==> config.mk <==
export PLATFORM = sky130hd
export DESIGN_NAME = bmp_to_framebuffer_writer
export DESIGN_NICKNAME = d
export VERILOG_FILES = /design/src/rtl/bfw_pkg.sv /design/src/rtl/bfw_front.sv /design/src/rtl/bfw_queue.sv /design/src/rtl/bfw_back.sv /design/src/rtl/bmp_to_framebuffer_writer.sv
export SDC_FILE = /design/constraint.sdc
export NUM_CORES = 1
export LEC_CHECK = 0
export ABC_AREA = 1
export BUFFER_PORTS_ARGS = -buffer_cell sky130_fd_sc_hd__buf_2
export CAP_MARGIN = 10
export CORE_ASPECT_RATIO = 1.2
export CORE_MARGIN = 8
export CORE_UTILIZATION = 50
export CTS_CLUSTER_DIAMETER = 100
export DETAILED_ROUTE_END_ITERATION = 10
export PLACE_DENSITY = 0.66
export REMOVE_ABC_BUFFERS = 1
export SETUP_SLACK_MARGIN = 0.1
export SLEW_MARGIN = 20
export SYNTH_ARGS = -nofsm -noshare
export SYNTH_HDL_FRONTEND = slang
export SYNTH_SLANG_ARGS = --single-unit
export TNS_END_PERCENT = 30
==> constraint.sdc <==
create_clock -name clk -period 16.03 [get_ports clk]
set_clock_uncertainty 0.05 [all_clocks]
set_input_delay 1.603 -clock clk [delete_from_list [all_inputs] [get_ports clk]]
set_output_delay 1.603 -clock clk [all_outputs]
set_load 0.01 [all_outputs]
==> src/rtl/bfw_pkg.sv <==
// shared types and constants of the bmp to framebuffer writer
// no dependencies; imported by every module of the block
package bfw_pkg;

  localparam int DimW        = 13;
  localparam int AddrW       = 26;
  localparam int MaxDim      = 4096;
  localparam int HeaderBytes = 54;
  localparam int QueueDepth  = 4;
  localparam int QPtrW       = $clog2(QueueDepth);

  localparam logic [15:0] BmpType = 16'h4D42;
  localparam logic [15:0] BmpBpp  = 16'd24;

  localparam logic [DimW-1:0] FrameWidthReset  = 13'd1280;
  localparam logic [DimW-1:0] FrameHeightReset = 13'd720;

  // parser phases
  localparam logic [1:0] PH_HEADER = 2'd0;
  localparam logic [1:0] PH_SKIP   = 2'd1;
  localparam logic [1:0] PH_DATA   = 2'd2;
  localparam logic [1:0] PH_IDLE   = 2'd3;

  // status codes
  localparam logic [2:0] ST_NONE       = 3'd0;
  localparam logic [2:0] ST_HEADER_OK  = 3'd1;
  localparam logic [2:0] ST_TOO_SHORT  = 3'd2;
  localparam logic [2:0] ST_NOT_BMP    = 3'd3;
  localparam logic [2:0] ST_NOT_24BIT  = 3'd4;
  localparam logic [2:0] ST_COMPRESSED = 3'd5;
  localparam logic [2:0] ST_BAD_SIZE   = 3'd6;
  localparam logic [2:0] ST_DONE       = 3'd7;

  // configuration register indexes
  localparam logic CFG_FRAME_WIDTH  = 1'b0;
  localparam logic CFG_FRAME_HEIGHT = 1'b1;

  // one classified word from the parser to the address stage
  typedef struct packed {
    logic            wr;
    logic [DimW-1:0] row;
    logic [DimW-1:0] col;
    logic [1:0]      chan;
    logic [7:0]      data;
    logic [2:0]      status;
  } bfw_entry_t;

endpackage

==> src/rtl/bfw_front.sv <==
// parser front end: header decode, skip to data, pixel position tracking
// depends on bfw_pkg
module bfw_front import bfw_pkg::*; (
  input  logic            clk,
  input  logic            rst,
  input  logic            accept,
  input  logic [7:0]      data_byte,
  input  logic            start_of_file,
  input  logic            last_byte,
  input  logic [DimW-1:0] frame_width,
  input  logic [DimW-1:0] frame_height,
  output bfw_entry_t      ent
);

  logic [1:0]      phase, c_phase, phase_next;
  logic [31:0]     byte_count, c_bc, bc_next;
  logic [15:0]     hdr_type, c_type, type_next;
  logic [15:0]     hdr_bpp, c_bpp, bpp_next;
  logic            comp_nz, c_comp, comp_next;
  logic [31:0]     data_offset, c_doff, doff_next;
  logic [DimW-1:0] img_w, c_w, w_next;
  logic            w_big, c_wbig, wbig_next;
  logic [DimW-1:0] img_h, c_h, h_next;
  logic            h_big, c_hbig, hbig_next;
  logic [DimW-1:0] column, c_col, col_next;
  logic [DimW-1:0] row, c_row, row_next;
  logic [1:0]      channel, c_chan, chan_next;
  logic [1:0]      pad_count, c_pad, pad_next;

  logic [31:0]     pos;
  logic [DimW-1:0] col_inc;
  logic            in_data;
  logic            w_bad, h_bad;

  // start of file restarts parsing with this word as header byte zero
  always_comb begin
    if (start_of_file) begin
      c_phase = PH_HEADER; c_bc = '0; c_type = '0; c_bpp = '0; c_comp = 1'b0;
      c_doff = '0; c_w = '0; c_wbig = 1'b0; c_h = '0; c_hbig = 1'b0;
      c_col = '0; c_row = '0; c_chan = 2'd2; c_pad = '0;
    end else begin
      c_phase = phase; c_bc = byte_count; c_type = hdr_type; c_bpp = hdr_bpp;
      c_comp = comp_nz; c_doff = data_offset; c_w = img_w; c_wbig = w_big;
      c_h = img_h; c_hbig = h_big; c_col = column; c_row = row;
      c_chan = channel; c_pad = pad_count;
    end
  end

  assign pos     = c_bc;
  assign col_inc = c_col + 13'd1;
  assign in_data = (c_phase == PH_DATA) || ((c_phase == PH_SKIP) && (pos >= c_doff));
  assign w_bad   = c_wbig || (c_w == '0) || (c_w > DimW'(MaxDim));
  assign h_bad   = c_hbig || (c_h == '0) || (c_h > DimW'(MaxDim));

  always_comb begin
    phase_next = c_phase; type_next = c_type; bpp_next = c_bpp; comp_next = c_comp;
    doff_next = c_doff; w_next = c_w; wbig_next = c_wbig; h_next = c_h;
    hbig_next = c_hbig; col_next = c_col; row_next = c_row; chan_next = c_chan;
    pad_next = c_pad;
    bc_next = (c_bc == 32'hFFFF_FFFF) ? c_bc : c_bc + 32'd1;
    ent = '0;

    case (c_phase)
      PH_HEADER: begin
        case (pos)
          32'd0:  type_next[7:0]   = data_byte;
          32'd1:  type_next[15:8]  = data_byte;
          32'd10: doff_next[7:0]   = data_byte;
          32'd11: doff_next[15:8]  = data_byte;
          32'd12: doff_next[23:16] = data_byte;
          32'd13: doff_next[31:24] = data_byte;
          32'd18: w_next[7:0]      = data_byte;
          32'd19: begin
            w_next[12:8] = data_byte[4:0];
            wbig_next    = c_wbig | (|data_byte[7:5]);
          end
          32'd20, 32'd21: wbig_next = c_wbig | (|data_byte);
          32'd22: h_next[7:0]      = data_byte;
          32'd23: begin
            h_next[12:8] = data_byte[4:0];
            hbig_next    = c_hbig | (|data_byte[7:5]);
          end
          32'd24, 32'd25: hbig_next = c_hbig | (|data_byte);
          32'd28: bpp_next[7:0]    = data_byte;
          32'd29: bpp_next[15:8]   = data_byte;
          32'd30, 32'd31, 32'd32, 32'd33: comp_next = c_comp | (|data_byte);
          default: ;
        endcase

        // header complete: checks in priority order
        if (pos == 32'(HeaderBytes - 1)) begin
          phase_next = PH_IDLE;
          if (c_type != BmpType) begin
            ent.status = ST_NOT_BMP;
          end else if (c_bpp != BmpBpp) begin
            ent.status = ST_NOT_24BIT;
          end else if (c_comp) begin
            ent.status = ST_COMPRESSED;
          end else if (w_bad || h_bad) begin
            ent.status = ST_BAD_SIZE;
          end else begin
            ent.status = ST_HEADER_OK;
            phase_next = PH_SKIP;
            col_next   = '0;
            row_next   = c_h - 13'd1;
            chan_next  = 2'd2;
            pad_next   = '0;
          end
        end
        if (last_byte && (pos < 32'(HeaderBytes - 1))) begin
          ent.status = ST_TOO_SHORT;
        end
      end
      PH_SKIP, PH_DATA: begin
        if (in_data) begin
          phase_next = PH_DATA;
          if (c_pad != '0) begin
            pad_next = c_pad - 2'd1;
          end else begin
            ent.wr   = (c_col < frame_width) && (c_row < frame_height);
            ent.row  = c_row;
            ent.col  = c_col;
            ent.chan = c_chan;
            ent.data = ent.wr ? data_byte : 8'd0;
            if (c_chan != 2'd0) begin
              chan_next = c_chan - 2'd1;
            end else begin
              chan_next = 2'd2;
              if (col_inc >= c_w) begin
                col_next = '0;
                if (c_row == '0) begin
                  ent.status = ST_DONE;
                  phase_next = PH_IDLE;
                end else begin
                  row_next = c_row - 13'd1;
                  pad_next = c_w[1:0];
                end
              end else begin
                col_next = col_inc;
              end
            end
          end
        end
      end
      default: ;
    endcase

    // end of stream: next word starts a new file
    if (last_byte) begin
      phase_next = PH_HEADER; bc_next = '0; type_next = '0; bpp_next = '0;
      comp_next = 1'b0; doff_next = '0; w_next = '0; wbig_next = 1'b0;
      h_next = '0; hbig_next = 1'b0; col_next = '0; row_next = '0;
      chan_next = 2'd2; pad_next = '0;
    end
  end

  always_ff @(posedge clk) begin
    if (rst) begin
      phase <= PH_HEADER; byte_count <= '0; hdr_type <= '0; hdr_bpp <= '0;
      comp_nz <= 1'b0; data_offset <= '0; img_w <= '0; w_big <= 1'b0;
      img_h <= '0; h_big <= 1'b0; column <= '0; row <= '0;
      channel <= 2'd2; pad_count <= '0;
    end else if (accept) begin
      phase <= phase_next; byte_count <= bc_next; hdr_type <= type_next;
      hdr_bpp <= bpp_next; comp_nz <= comp_next; data_offset <= doff_next;
      img_w <= w_next; w_big <= wbig_next; img_h <= h_next; h_big <= hbig_next;
      column <= col_next; row <= row_next; channel <= chan_next;
      pad_count <= pad_next;
    end
  end

endmodule

==> src/rtl/bfw_queue.sv <==
// short register queue between the parser and the address stage
// depends on bfw_pkg
module bfw_queue import bfw_pkg::*; (
  input  logic       clk,
  input  logic       rst,
  input  logic       push,
  input  bfw_entry_t din,
  input  logic       pop,
  output bfw_entry_t dout,
  output logic       full,
  output logic       empty
);

  bfw_entry_t       mem [QueueDepth];
  logic [QPtrW-1:0] wptr, rptr;
  logic [QPtrW:0]   count;

  assign full  = (count == (QPtrW+1)'(QueueDepth));
  assign empty = (count == '0);
  assign dout  = mem[rptr];

  always_ff @(posedge clk) begin
    if (push) begin
      mem[wptr] <= din;
    end
  end

  always_ff @(posedge clk) begin
    if (rst) begin
      wptr  <= '0;
      rptr  <= '0;
      count <= '0;
    end else begin
      if (push) begin
        wptr <= wptr + 1'b1;
      end
      if (pop) begin
        rptr <= rptr + 1'b1;
      end
      if (push && !pop) begin
        count <= count + 1'b1;
      end else if (pop && !push) begin
        count <= count - 1'b1;
      end
    end
  end

endmodule

==> src/rtl/bfw_back.sv <==
// back end: row stride multiply, address add and output register
// depends on bfw_pkg
module bfw_back import bfw_pkg::*; (
  input  logic             clk,
  input  logic             rst,
  input  logic             q_empty,
  input  bfw_entry_t       q_dout,
  output logic             q_pop,
  input  logic [DimW-1:0]  frame_width,
  input  logic             pop,
  output logic             empty,
  output logic             write_valid,
  output logic [AddrW-1:0] write_address,
  output logic [7:0]       write_data,
  output logic [2:0]       status
);

  logic             s1_v;
  logic [AddrW-1:0] s1_prod;
  bfw_entry_t       s1_ent;
  logic             o_v;
  logic             o_ready, s1_ready;
  logic [AddrW-1:0] q_prod, addr_sum;

  assign o_ready  = !o_v || pop;
  assign s1_ready = !s1_v || o_ready;
  assign q_pop    = !q_empty && s1_ready;

  assign q_prod   = AddrW'(q_dout.row) * AddrW'(frame_width);
  // (row*stride + col)*4 + chan, wrapping to the address width
  assign addr_sum = {s1_prod[AddrW-3:0], 2'b00}
                  + {{(AddrW-DimW-2){1'b0}}, s1_ent.col, 2'b00}
                  + {{(AddrW-2){1'b0}}, s1_ent.chan};

  always_ff @(posedge clk) begin
    if (rst) begin
      s1_v <= 1'b0;
      o_v  <= 1'b0;
    end else begin
      if (s1_ready) begin
        s1_v <= !q_empty;
      end
      if (o_ready) begin
        o_v <= s1_v;
      end
    end
  end

  always_ff @(posedge clk) begin
    if (q_pop) begin
      s1_prod <= q_prod;
      s1_ent  <= q_dout;
    end
    if (s1_v && o_ready) begin
      write_valid   <= s1_ent.wr;
      write_address <= s1_ent.wr ? addr_sum : '0;
      write_data    <= s1_ent.data;
      status        <= s1_ent.status;
    end
  end

  assign empty = !o_v;

endmodule

==> src/rtl/bmp_to_framebuffer_writer.sv <==
// bmp to framebuffer writer top level: config registers, parser, queue, back end
// depends on bfw_pkg, bfw_front, bfw_queue, bfw_back
// a taken word passes through the queue, the stride multiply register and the output register
// throughput: one word per cycle while the queue has room, set by the parser's state update
// every accepted word gives exactly one result word
// reset (rst, synchronous): clears parser state, queue and output stage;
// frame_width returns to 1280 and frame_height to 720
module bmp_to_framebuffer_writer import bfw_pkg::*; (
  input  logic             clk,
  input  logic             rst,
  // input side, queue style
  input  logic             push,
  output logic             full,
  input  logic [7:0]       data_byte,
  input  logic             start_of_file,
  input  logic             last_byte,
  // result side, queue style
  output logic             empty,
  input  logic             pop,
  output logic             write_valid,
  output logic [AddrW-1:0] write_address,
  output logic [7:0]       write_data,
  output logic [2:0]       status,
  // configuration write port
  input  logic             cfg_write,
  input  logic             cfg_index,
  input  logic [DimW-1:0]  cfg_data
);

  logic [DimW-1:0] frame_width;
  logic [DimW-1:0] frame_height;
  logic            accept;
  bfw_entry_t      front_ent;
  bfw_entry_t      q_dout;
  logic            q_empty;
  logic            q_pop;

  // configuration registers; the user must write them only while no word is in flight, the block does not enforce this
  always_ff @(posedge clk) begin
    if (rst) begin
      frame_width  <= FrameWidthReset;
      frame_height <= FrameHeightReset;
    end else if (cfg_write) begin
      case (cfg_index)
        CFG_FRAME_WIDTH:  frame_width  <= cfg_data;
        CFG_FRAME_HEIGHT: frame_height <= cfg_data;
        default: ;
      endcase
    end
  end

  // a word is taken whenever the queue has room, even if a result waits
  assign accept = push && !full;

  // front: header parse and pixel position, one word per cycle while the queue has room
  bfw_front u_front (
    .clk          (clk),
    .rst          (rst),
    .accept       (accept),
    .data_byte    (data_byte),
    .start_of_file(start_of_file),
    .last_byte    (last_byte),
    .frame_width  (frame_width),
    .frame_height (frame_height),
    .ent          (front_ent)
  );

  // decoupling queue: lets the parser run while the output is stalled
  bfw_queue u_queue (
    .clk  (clk),
    .rst  (rst),
    .push (accept),
    .din  (front_ent),
    .pop  (q_pop),
    .dout (q_dout),
    .full (full),
    .empty(q_empty)
  );

  // back: stride multiply, then address add into the output register
  bfw_back u_back (
    .clk          (clk),
    .rst          (rst),
    .q_empty      (q_empty),
    .q_dout       (q_dout),
    .q_pop        (q_pop),
    .frame_width  (frame_width),
    .pop          (pop),
    .empty        (empty),
    .write_valid  (write_valid),
    .write_address(write_address),
    .write_data   (write_data),
    .status       (status)
  );

endmodule

==> impl_metrics.tcl <==
set metrics [dict create \
    power_density_nw_per_um2 189 \
    synth.distinct_cells 57 \
    ios 69 \
    core_area_um2 59200 \
    drt_wl_total_mm 81.8 \
    p_comb_share_pct 54.5 \
    numPlacedInstances 4532 \
    grt_pass1_vias 24100 \
    path_class "reg -> reg" \
    clockBufferDepth 3 \
    cp_max_fo 68 \
    synth-seq-cells 443 \
    h-tree-depth 2 \
    areaGrowthSynthToFinish_pct 8.08 \
    ys_seq_area_share_pct 38.2 \
    async_flop_share_pct 0 \
    clkLatencyLatePin_ns 0.63 \
    p_int_mw 3.32 \
    worst_setup_path_end_kind "flip-flop" \
    hold_buffers 0 \
    cts.sinks 443 \
    port_buffers 68 \
    start_util_pct 50.3 \
    num_vias 25300 \
    max_freq_mhz 143 \
    cts_root_buffer "clkbuf_16" \
    syn_area_per_cell_um2 7.80 \
    status "finished, final reports clean" \
    setup_viol 0 \
    power_switching_mw 2.77 \
    hold_violations 0 \
    grt_overflow 0 \
    track_usage_pct 23.7 \
    period_needed_ns 6.97 \
    rsz0062_at_grt "no" \
    whs_path_depth 0 \
    die_area_um2 67600 \
    vias_per_cell 5.48 \
    cts_setup_buffers 0 \
    ir_drop_v 0.000241 \
    crit_arrival_ns 7.24 \
    hold_slack_ns 0.374 \
    drv_slew 0 \
    grt_max_degree 89 \
    startpoint_type "flip-flop" \
    final-instance-count-excl-fill 4620 \
    ant_nets 0 \
    layout-drive-gt1-share_pct 7.15 \
    ys.warnings.count 0 \
    p_leak_nw 14.1 \
    final_nets 4096 \
    switching_share_pct 45.4 \
    drtPass1Iterations 6 \
    ys.flop_type "edfxtp_1" \
    rows 98 \
    path_clk_slew_ns 0.07 \
    n_antenna_cell 0 \
    place.gp.congestion 0.943 \
    dpl.hpwl_mm 59.0 \
    reg2reg_depth 25 \
    chipWidth_um 239 \
    drt_iter0_drc 1844 \
    finalPower_mw 6.08 \
    cts_resized 0 \
    route.detailed.drc 0 \
    numCtsBuffers 48 \
    syn_inst 3815 \
    design_area_um2 32200 \
    cts_tree "yes" \
    tightest_slew_ns 1.04 \
    holdCritPathClass "reg -> reg" \
    synth_edf_count 249 \
    antenna_found_initial 1 \
    chipHeight_um 283 \
    grt_pass1_wl_mm 130 \
    cp.required_ns 16.30 \
    seqPwrFrac_pct 26.8 \
    wl_per_cell_um 17.7 \
    placed_area_um2 30500 \
    fin_tns_setup_ns 0 \
    period_share_pct 43.5 \
    slew_headroom_pct 30.5 \
    clkPwrFrac_pct 18.7 \
    maxCapViolCount 0 \
    syn_area_um2 29800 \
    fillers 5627 \
]
worst max-delay path, stage by stage (launching register included):
cell	delay, ns
dfxtp_2	0.80
inv_2	0.23
buf_4	0.40
nand2_1	0.13
nand3_1	0.07
nand2_1	0.24
nor2_1	0.10
fa_1	0.55
inv_1	0.05
fa_1	0.56
inv_1	0.06
fa_1	0.50
inv_1	0.05
fa_1	0.46
fa_1	0.55
inv_1	0.05
ha_1	0.35
nand2_1	0.09
nand2_1	0.06
a21oi_1	0.19
o21ai_0	0.19
a21oi_1	0.32
inv_1	0.07
a21oi_1	0.20
o21ai_0	0.13
xor2_1	0.17
cell usage after synthesis (7+ instances only):
cell type | count | area [µm²]
buf_6 | 9 | 101
o21ai_1 | 21 | 105
nor2_2 | 14 | 87.6
dfxtp_1 | 194 | 3880
nand3b_1 | 7 | 52.6
buf_1 | 9 | 33.8
o21ai_0 | 203 | 1020
o211ai_1 | 69 | 518
fa_1 | 122 | 2440
nand2_4 | 9 | 101
inv_2 | 15 | 56.3
edfxtp_1 | 249 | 7480
clkinv_1 | 10 | 37.5
o21a_1 | 9 | 67.6
o22ai_1 | 30 | 188
nand4_1 | 30 | 188
xor2_1 | 36 | 315
nor2_1 | 370 | 1390
a21oi_1 | 345 | 1730
nand2_2 | 28 | 175
clkbuf_1 | 127 | 477
nor4_1 | 8 | 50.1
xnor2_1 | 11 | 96.3
buf_2 | 22 | 110
inv_1 | 431 | 1620
nand3_1 | 204 | 1020
ha_1 | 163 | 2040
nand2_1 | 980 | 3680
nor3_1 | 30 | 150
worst paths after layout:
path                                                  from  slack [ns]                             end
worst max-delay path                             flip-flop        9.06    u_back.s1_prod[21]$_DFFE_PP_
worst min-delay path            u_back.s1_ent[5]$_DFFE_PP_        0.37  u_back.write_data[2]$_DFFE_PP_
worst max register to register                   flip-flop        9.06    u_back.s1_prod[21]$_DFFE_PP_
worst min register to register  u_back.s1_ent[5]$_DFFE_PP_        0.37  u_back.write_data[2]$_DFFE_PP_
layout by cell type, fill, tap and decap left out, drive strengths merged, types with 5 or more instances in the layout:
| cell | count |
|---|---|
| nor2 | 390 |
| nor4 | 8 |
| nor3 | 36 |
| o211ai | 69 |
| o22ai | 30 |
| xor2 | 36 |
| nand3 | 209 |
| nand2 | 1017 |
| edfxtp | 249 |
| inv | 452 |
| o21a | 9 |
| clkbuf | 54 |
| a21oi | 345 |
| o21ai | 224 |
| ha | 163 |
| xnor2 | 11 |
| nand4 | 31 |
| or2 | 6 |
| clkinv | 30 |
| dfxtp | 194 |
| clkinvlp | 5 |
| fa | 122 |
| nand3b | 7 |
| buf | 92 |
power groups by stage:
stage                     registers [mW]  clock network (mW)  logic (mW)
after detailed placement            1.66                   0        3.34
after global placement              1.65                   0        3.31
after floorplan                     1.67                   0        2.31
after global routing                1.65                1.20        3.75
after CTS                           1.63                1.16        3.36
final                               1.63                1.14        3.31
flip-flops by register name, summed over array words and instances (netlist names), 2 cells and up, named ones only:
signal	cells
u_front.img_h	13
u_queue.wptr	2
u_back.write_data	8
u_back.s1_ent	27
u_front.data_offset	32
u_queue.mem	160
u_front.column	13
u_front.pad_count	2
frame_height	13
u_back.write_address	26
u_front.row	13
u_front.byte_count	32
u_front.img_w	13
u_front.phase	2
u_queue.rptr	2
u_front.hdr_type	16
u_back.s1_prod	24
u_front.channel	2
frame_width	13
u_front.hdr_bpp	16
u_queue.count	3
u_back.status	3
area by class of cell:
class	count	area, µm²	share of cell area (%)
clock buffers	54	1250	3.90
clock inverters	34	383	1.19
inverters	457	1730	5.36
multi-input cells	2740	15900	49.5
flip-flops and latches	443	11400	35.3
well taps	800	1000	3.11
repair buffers	92	523	1.63
layer usage:
layer	share of wire (%)	vias to the layer above	GRT usage [%]
met4	4.4	2	9.91
met1	40	11900	28.0
met3	4.9	206	2.62
li1	-	12400	-
met5	0.013	-	0
met2	51	770	42.8
logic make-up (layout without fill, tap and decap cells):
| logic type | count (synthesis) | count (layout) | synth area share (%) |
|---|---|---|---|
| AO/OA/AOI/OAI | 698 | 698 | 12.7 |
| buffers and inverters | 632 | 637 | 8.51 |
| XOR/XNOR | 47 | 47 | 1.38 |
| AND/OR/NAND/NOR | 1710 | 1710 | 24.1 |
| adder cells (fa/ha/maj) | 285 | 285 | 15.1 |
| flip-flops | 443 | 443 | 38.2 |
metrics by stage:
stage / util, % / setup slack, ns
finish: 54.3 / 9.06
global route: 54.3 / 8.52
CTS: 54.3 / 9.06
detailed placement: 51.5 / 9.11
global placement: 51.5 / 9.21
floorplan: - / 7.65
(Power assumes the default switching activity.)
